--- src/hw/rtl/q2r_pkg.sv ---
`default_nettype none

package q2r_pkg;

    localparam int FRAC_BITS  = 14;
    localparam int DATA_W     = 18;
    localparam int COMP_W     = DATA_W + 1;          // holds the negated most negative value
    localparam int SQ_W       = 2 * DATA_W;
    localparam int SSQ_W      = SQ_W + 1;
    localparam int ROOT_W     = (SSQ_W + 1) / 2;
    localparam int REM_W      = ROOT_W + 2;
    localparam int LEN_W      = ROOT_W;
    localparam int QUO_W      = FRAC_BITS + 1;
    localparam int DEN_W      = LEN_W + 1;
    localparam int MAG_W      = DATA_W;
    localparam int NUM_W      = MAG_W + QUO_W + 1;
    localparam int PROD_W     = 2 * COMP_W;
    localparam int SUM_W      = PROD_W + 3;
    localparam int CFG_IDX_W  = 1;
    localparam int CFG_DATA_W = 1;

    localparam logic signed [SUM_W-1:0] RND_HALF  = SUM_W'(1) <<< (FRAC_BITS - 1);
    localparam logic signed [SUM_W-1:0] ENTRY_MAX = SUM_W'((1 << (DATA_W - 1)) - 1);
    localparam logic signed [SUM_W-1:0] ENTRY_MIN = -SUM_W'(1 << (DATA_W - 1));

    typedef enum logic [CFG_IDX_W-1:0] {
        CFG_NORMALIZE = 1'b0,
        CFG_CONJUGATE = 1'b1
    } t_cfg_idx;

endpackage

`default_nettype wire

--- src/hw/rtl/q2r_div_lane.sv ---
`default_nettype none

// Restoring divider lane: round(|c| * 2^FRAC_BITS / len), sign restored.
// One quotient bit per stage, QUO_W + 1 register stages.
module q2r_div_lane import q2r_pkg::*; (
    input  logic                     i_clk,
    input  logic                     i_en,
    input  logic signed [COMP_W-1:0] i_comp,
    input  logic [LEN_W-1:0]         i_len,
    output logic signed [COMP_W-1:0] o_quot
);

    logic [DEN_W-1:0] r_rem [0:QUO_W];
    logic [DEN_W-1:0] r_den [0:QUO_W];
    logic [QUO_W-1:0] r_low [0:QUO_W];
    logic [QUO_W-1:0] r_quo [0:QUO_W];
    logic             r_neg [0:QUO_W];

    logic signed [COMP_W-1:0] n_abs;
    logic [NUM_W-1:0]         n_num;
    logic signed [COMP_W-1:0] n_qval;

    // numerator = 2*mag*2^FRAC_BITS + len, denominator = 2*len
    always_comb begin
        n_abs = (i_comp < 0) ? -i_comp : i_comp;
        n_num = (NUM_W'(n_abs[MAG_W-1:0]) << QUO_W) + NUM_W'(i_len);
    end

    always_ff @(posedge i_clk) begin
        if (i_en) begin
            r_rem[0] <= DEN_W'(n_num[NUM_W-1:QUO_W]);
            r_low[0] <= n_num[QUO_W-1:0];
            r_den[0] <= {i_len, 1'b0};
            r_quo[0] <= '0;
            r_neg[0] <= (i_comp < 0);
        end
    end

    for (genvar j = 0; j < QUO_W; j++) begin : g_step
        logic [DEN_W:0] n_trial;
        logic           n_ge;
        always_comb begin
            n_trial = {r_rem[j], r_low[j][QUO_W-1-j]};
            n_ge    = (n_trial >= {1'b0, r_den[j]});
        end
        always_ff @(posedge i_clk) begin
            if (i_en) begin
                r_rem[j+1] <= n_ge ? DEN_W'(n_trial - {1'b0, r_den[j]}) : DEN_W'(n_trial);
                r_quo[j+1] <= {r_quo[j][QUO_W-2:0], n_ge};
                r_low[j+1] <= r_low[j];
                r_den[j+1] <= r_den[j];
                r_neg[j+1] <= r_neg[j];
            end
        end
    end

    assign n_qval = COMP_W'(r_quo[QUO_W]);
    assign o_quot = r_neg[QUO_W] ? -n_qval : n_qval;

endmodule

`default_nettype wire

--- config.mk ---
export PLATFORM = sky130hd
export DESIGN_NAME = q2r_div_lane
export DESIGN_NICKNAME = d
export VERILOG_FILES = /design/src/hw/rtl/q2r_pkg.sv /design/src/hw/rtl/q2r_div_lane.sv
export SDC_FILE = /design/constraint.sdc
export NUM_CORES = 1
export LEC_CHECK = 0
export BUFFER_PORTS_ARGS = -buffer_cell sky130_fd_sc_hd__buf_2
export CAP_MARGIN = 10
export CORE_MARGIN = 3
export CORE_UTILIZATION = 59
export DETAILED_ROUTE_END_ITERATION = 10
export GPL_ROUTABILITY_DRIVEN = 0
export HOLD_SLACK_MARGIN = 0.1
export PLACE_DENSITY_LB_ADDON = 0.25
export SLEW_MARGIN = 20
export SYNTH_ARGS = -nofsm -noshare
export SYNTH_HDL_FRONTEND = slang
export SYNTH_SLANG_ARGS = --single-unit
--- constraint.sdc ---
create_clock -name i_clk -period 4.5 [get_ports i_clk]
set_clock_uncertainty 0.2 [all_clocks]
set_input_delay 0.225 -clock i_clk [delete_from_list [all_inputs] [get_ports i_clk]]
set_output_delay 0.225 -clock i_clk [all_outputs]
set_load 0.05 [all_outputs]
# --- After elaboration in Yosys (flattened, before gate mapping) ---
# Memories as Yosys holds them, arrays and structs flattened.
# Cells that the tools add are included.
classes:
  multipliers: 0
  reduce_logical: 0
  mux: 19
  div: 0
  n_lt_le_gt_ge: 16
  eq_ne: 0
  shift: 0
  bitwise_logic: 0
  addsub: 18
ops:
  columns: ["operator", "n"]
  rows:
  - ["$ge 21x20->1", 15]
  - ["$mux 20", 15]
  - ["$sub 20x20->20", 15]
  - ["$add 33x19->34", 1]
  - ["$lt 19x1->1 const B", 1]
  - ["$mux 19", 1]
  - ["$neg 15->19", 1]
  - ["$mux 18", 1]
  - ["$neg 18->18", 1]
  - ["$mux 1", 2]
totals:
  mem_bits_rw: 1136
  n_memories: 5
  reg_bits: 0
  rom_bits: 0
  inputBits: 40
  latchBits: 0
memory_table:
  columns: ["memory", "words", "word_bits", "read_ports", "rd_ports_with_merged_regs", "write_ports", "line", "source"]
  rows:
  - ["r_den", 16, 20, 15, 0, 16, "q2r_div_lane.sv:14", "logic [DEN_W-1:0] r_den [0:QUO_W];"]
  - ["r_rem", 16, 20, 15, 0, 16, "q2r_div_lane.sv:13", "logic [DEN_W-1:0] r_rem [0:QUO_W];"]
  - ["r_low", 16, 15, 15, 0, 16, "q2r_div_lane.sv:15", "logic [QUO_W-1:0] r_low [0:QUO_W];"]
  - ["r_quo", 16, 15, 16, 0, 16, "q2r_div_lane.sv:16", "logic [QUO_W-1:0] r_quo [0:QUO_W];"]
  - ["r_neg", 16, 1, 16, 0, 16, "q2r_div_lane.sv:17", "logic r_neg [0:QUO_W];"]

# --- Logic depth before layout (Yosys ltp) ---
depth:
  ltp_word: 3
  ltp_mapped: 14

# --- Worst setup path before layout ---
# Ideal clock, no wire load.
synth_timing:
  path_type: "reg-to-reg"
  start: "mem r_rem[1][20] (netlist name)"
  end: "mem r_rem[1][57] (netlist name) (data pin)"
  arrival_ps: 3036
  stages_incl_launch_ff: 13
  path_slack_ps: 1004
  path_cell_list: "edfxtp_1 inv_1 ha_1 fa_1 nor2b_1 a41oi_1 o21ai_1 a21boi_0 o31ai_1 a2111oi_2 nor2_2 buf_4 mux2_2"
synth_lines:
  columns: ["element", "line"]
  rows:
  - ["start, declared", "q2r_div_lane.sv:13"]

==> out/results.tsv <==
metric	value	unit
Die Ht	263	um
leakage power	17.7	nW
fmax	0.240	GHz
CTS Buffer Depth	3	
Synth Area in XOR/XNOR	5.56	%
slew margin rel.	34.2	%
# setup viols final	0	
hold depth	2	
postcts setup bufs	0	
reg2reg setup slack	0.33	ns
register area	21200	um2
via count	26300	
Synth area leader	edfxtp_1	
Final period util	92.6	%
multi-input logic area	16100	um2
global route total overflow	0	
multiplexer share of the synthesized area	3.43	%
reg2reg end	r_rem[1][105]	
synth warn	0	
Worst setup SP type	flop	
fraction of the yosys area taken by sequential cells	54.5	%
post-layout util	66.9	%
Final Instance Area	43300	um2
Final min period	4.17	ns
vias in the first global route	26000	
NumNets Final	3848	
Detail Placement HPWL	59900	um
Slew Limit Fails	0	
mean area per synthesized cell	11.6	um2
DR vias/cell	5.94	
crit-path max FO	27	
Worst EP required	4.65	ns
CP endpoint kind	flop	
Post-Synth Adder-Cell Area	10.1	%
initial antenna violation count	1	
Worst-path clk slew	0.06	ns
ys async rst share	0	%
hold path startpoint	i_len[0]	
Tot GR Track Use	23.6	%
DIE AREA	69100	um2
cells after synthesis	3351	
arrival time of the worst setup path	4.31	ns
TritonCTS buffer count	76	
FILL cells	4517	
placed insts	4228	
top cells by area, synth	edfxtp_1, ha_1, inv_1	
cts repair resizes	0	
status	finished clean	
global-route wire length before repair	133000	um
RSZ-0062 raised after global routing	no	
clock latency on the worst-skew pair	0.61	ns
CTS tree	yes	
Netlist Area Pre-Place	38900	um2
setup total negative slack	0	ns
Post-synth top flop	edfxtp_1	
Synth top area share	54.5	%
type of the worst min-delay path	in -> reg	
CTS Sinks	706	
drt drc	0	
DR pass1 iterations	8	
number of synthesized flops with an enable pin	706	
PwrDens	678	nW/um2
io pins	59	
most common cell in the synthesized netlist	edfxtp_1	
Peak VDD IR	0.318	mV
Post-DRT Antenna Nets	0	
Total Routed Length	83200	um
Starting Density	60.0	%
count of state elements after synthesis	706	
Worst Hold End	r_low[0][0]	
P&R area growth vs syn	11.4	%
DR iter-0 viols	2116	
Worst Tran Pin Value	0.987	ns
synth cell count leaders	edfxtp_1, inv_1, ha_1, a21oi_1, nand2_1	
syn nets	3696	
Crit Path Category	reg -> reg	
Post-Layout Cell Count	4422	
Core Area	64800	um2
input/output buffers	58	
reg2reg path depth	13	
Post-Synth Simple-Gate Area	8.91	%
cell area after placement	40300	um2
worst r2r src	r_rem[1][80]	
post-synthesis compound-gate area fraction	13.3	%
# rows	93	
die width	263	um
maxcap violations	0	
Synth cell types	76	
Post-CTS Hold Fix Bufs	52	
layout cells sized above 1	9.28	%
largest family of logic cells by synthesized area	compound AO/OA/AOI/OAI gates	
Root Buffer	clkbuf_16	
Hold Vio Cnt, Final	0	
pin count of the biggest net entering global routing	97	
routed len/inst	18.8	um
H-Tree Depth	3	
[sequential cells by signal, summed over array words and instances (netlist names)]
name and flops:
r_rem 292, r_den 61, r_low 217, r_neg 16, r_quo 120
[cells by family (layout without fill, tap and decap cells)]
family,count (synthesis),in the layout
adders and majority gates,305,305
xor gates and xnor gates,247,247
DFF,706,706
buffers and inverters,427,641
muxes,120,120
and+or+nand+nor,725,725
AOI/OAI and AO/OA,821,821
other,0,2
[final cells by class]
| class | count | share of cell area (%) |
|---|---|---|
| diodes | 2 | 0.0116 |
| inverters | 370 | 3.21 |
| well taps | 855 | 2.47 |
| clock buffers | 98 | 4.68 |
| flip-flops and latches | 706 | 48.9 |
| repair buffers | 131 | 2.46 |
| clock inverters | 42 | 1.12 |
| multi-input cells | 2218 | 37.1 |
[routing by layer]
layer,routed length (um),global-route usage [%],up-vias
li1,-,-,12600
met1,34100,30.1,12600
met2,41400,40.9,869
met3,4190,3.18,215
met4,3550,9.74,0
met5,0,0,-
[report_power, final]
part	internal [mW]	switching [mW]	leakage (nW)	total (mW)
Combinational	5.48	6.84	9.56	12.3
Sequential	9.66	1.06	6.90	10.7
Clock	3.77	2.54	1.22	6.31
Total	18.9	10.4	17.7	29.4
[placed cells by master, fill, tap and decap left out, types with 15 or more instances in the layout]
cell type / count
a31oi_1: 17
nand4_1: 41
o31ai_1: 33
o21ai_0: 213
mux2_2: 106
o21a_1: 39
clkbuf_16: 78
clkbuf_1: 20
o21bai_1: 29
inv_1: 370
or3_1: 15
fa_1: 15
a21boi_0: 20
nand3_1: 51
edfxtp_1: 706
nor2b_1: 45
and3_1: 22
xnor2_1: 155
nand2b_1: 33
ha_1: 290
nand2_1: 217
a21o_1: 110
a211oi_1: 20
xor2_1: 92
dlygate4sd3_1: 52
a21oi_1: 230
nor2_1: 180
buf_2: 57
nor3_1: 57
[critical path, cell delays in order (launching register included)]
cell,delay [ns]
edfxtp_1,0.37
inv_1,0.08
ha_1,0.23
fa_1,0.41
nor2b_1,0.14
o21a_1,0.15
o21ai_0,0.15
a2111oi_0,0.85
o211ai_1,0.27
a31oi_1,0.26
o21ai_2,0.32
buf_4,0.30
nand2_1,0.07
o21ai_0,0.08
[per-stage QoR]
step / setup slack, ns / hold slack, ns / total power, mW
6_report: 0.334 / 0.131 / 29.4
3_3_place_gp: 0.660 / 0.200 / 22.3
2_1_floorplan: 1.00 / 0.124 / 19.9
4_1_cts: 0.444 / 0.101 / 29.3
5_1_grt: 0.0680 / 0.128 / 31.2
3_5_place_dp: 0.511 / 0.203 / 22.8
[worst max path at each step]
stage                             from             to
final                     r_rem[1][80]  r_rem[1][105]
after global routing      r_low[0][63]  r_rem[0][113]
after CTS                 r_low[0][63]  r_rem[0][113]
after detailed placement  r_rem[1][80]  r_rem[1][104]
after global placement    r_rem[1][80]  r_rem[1][101]
after floorplan           r_rem[1][20]   r_rem[1][57]
Power figures use the tool's default switching activity.
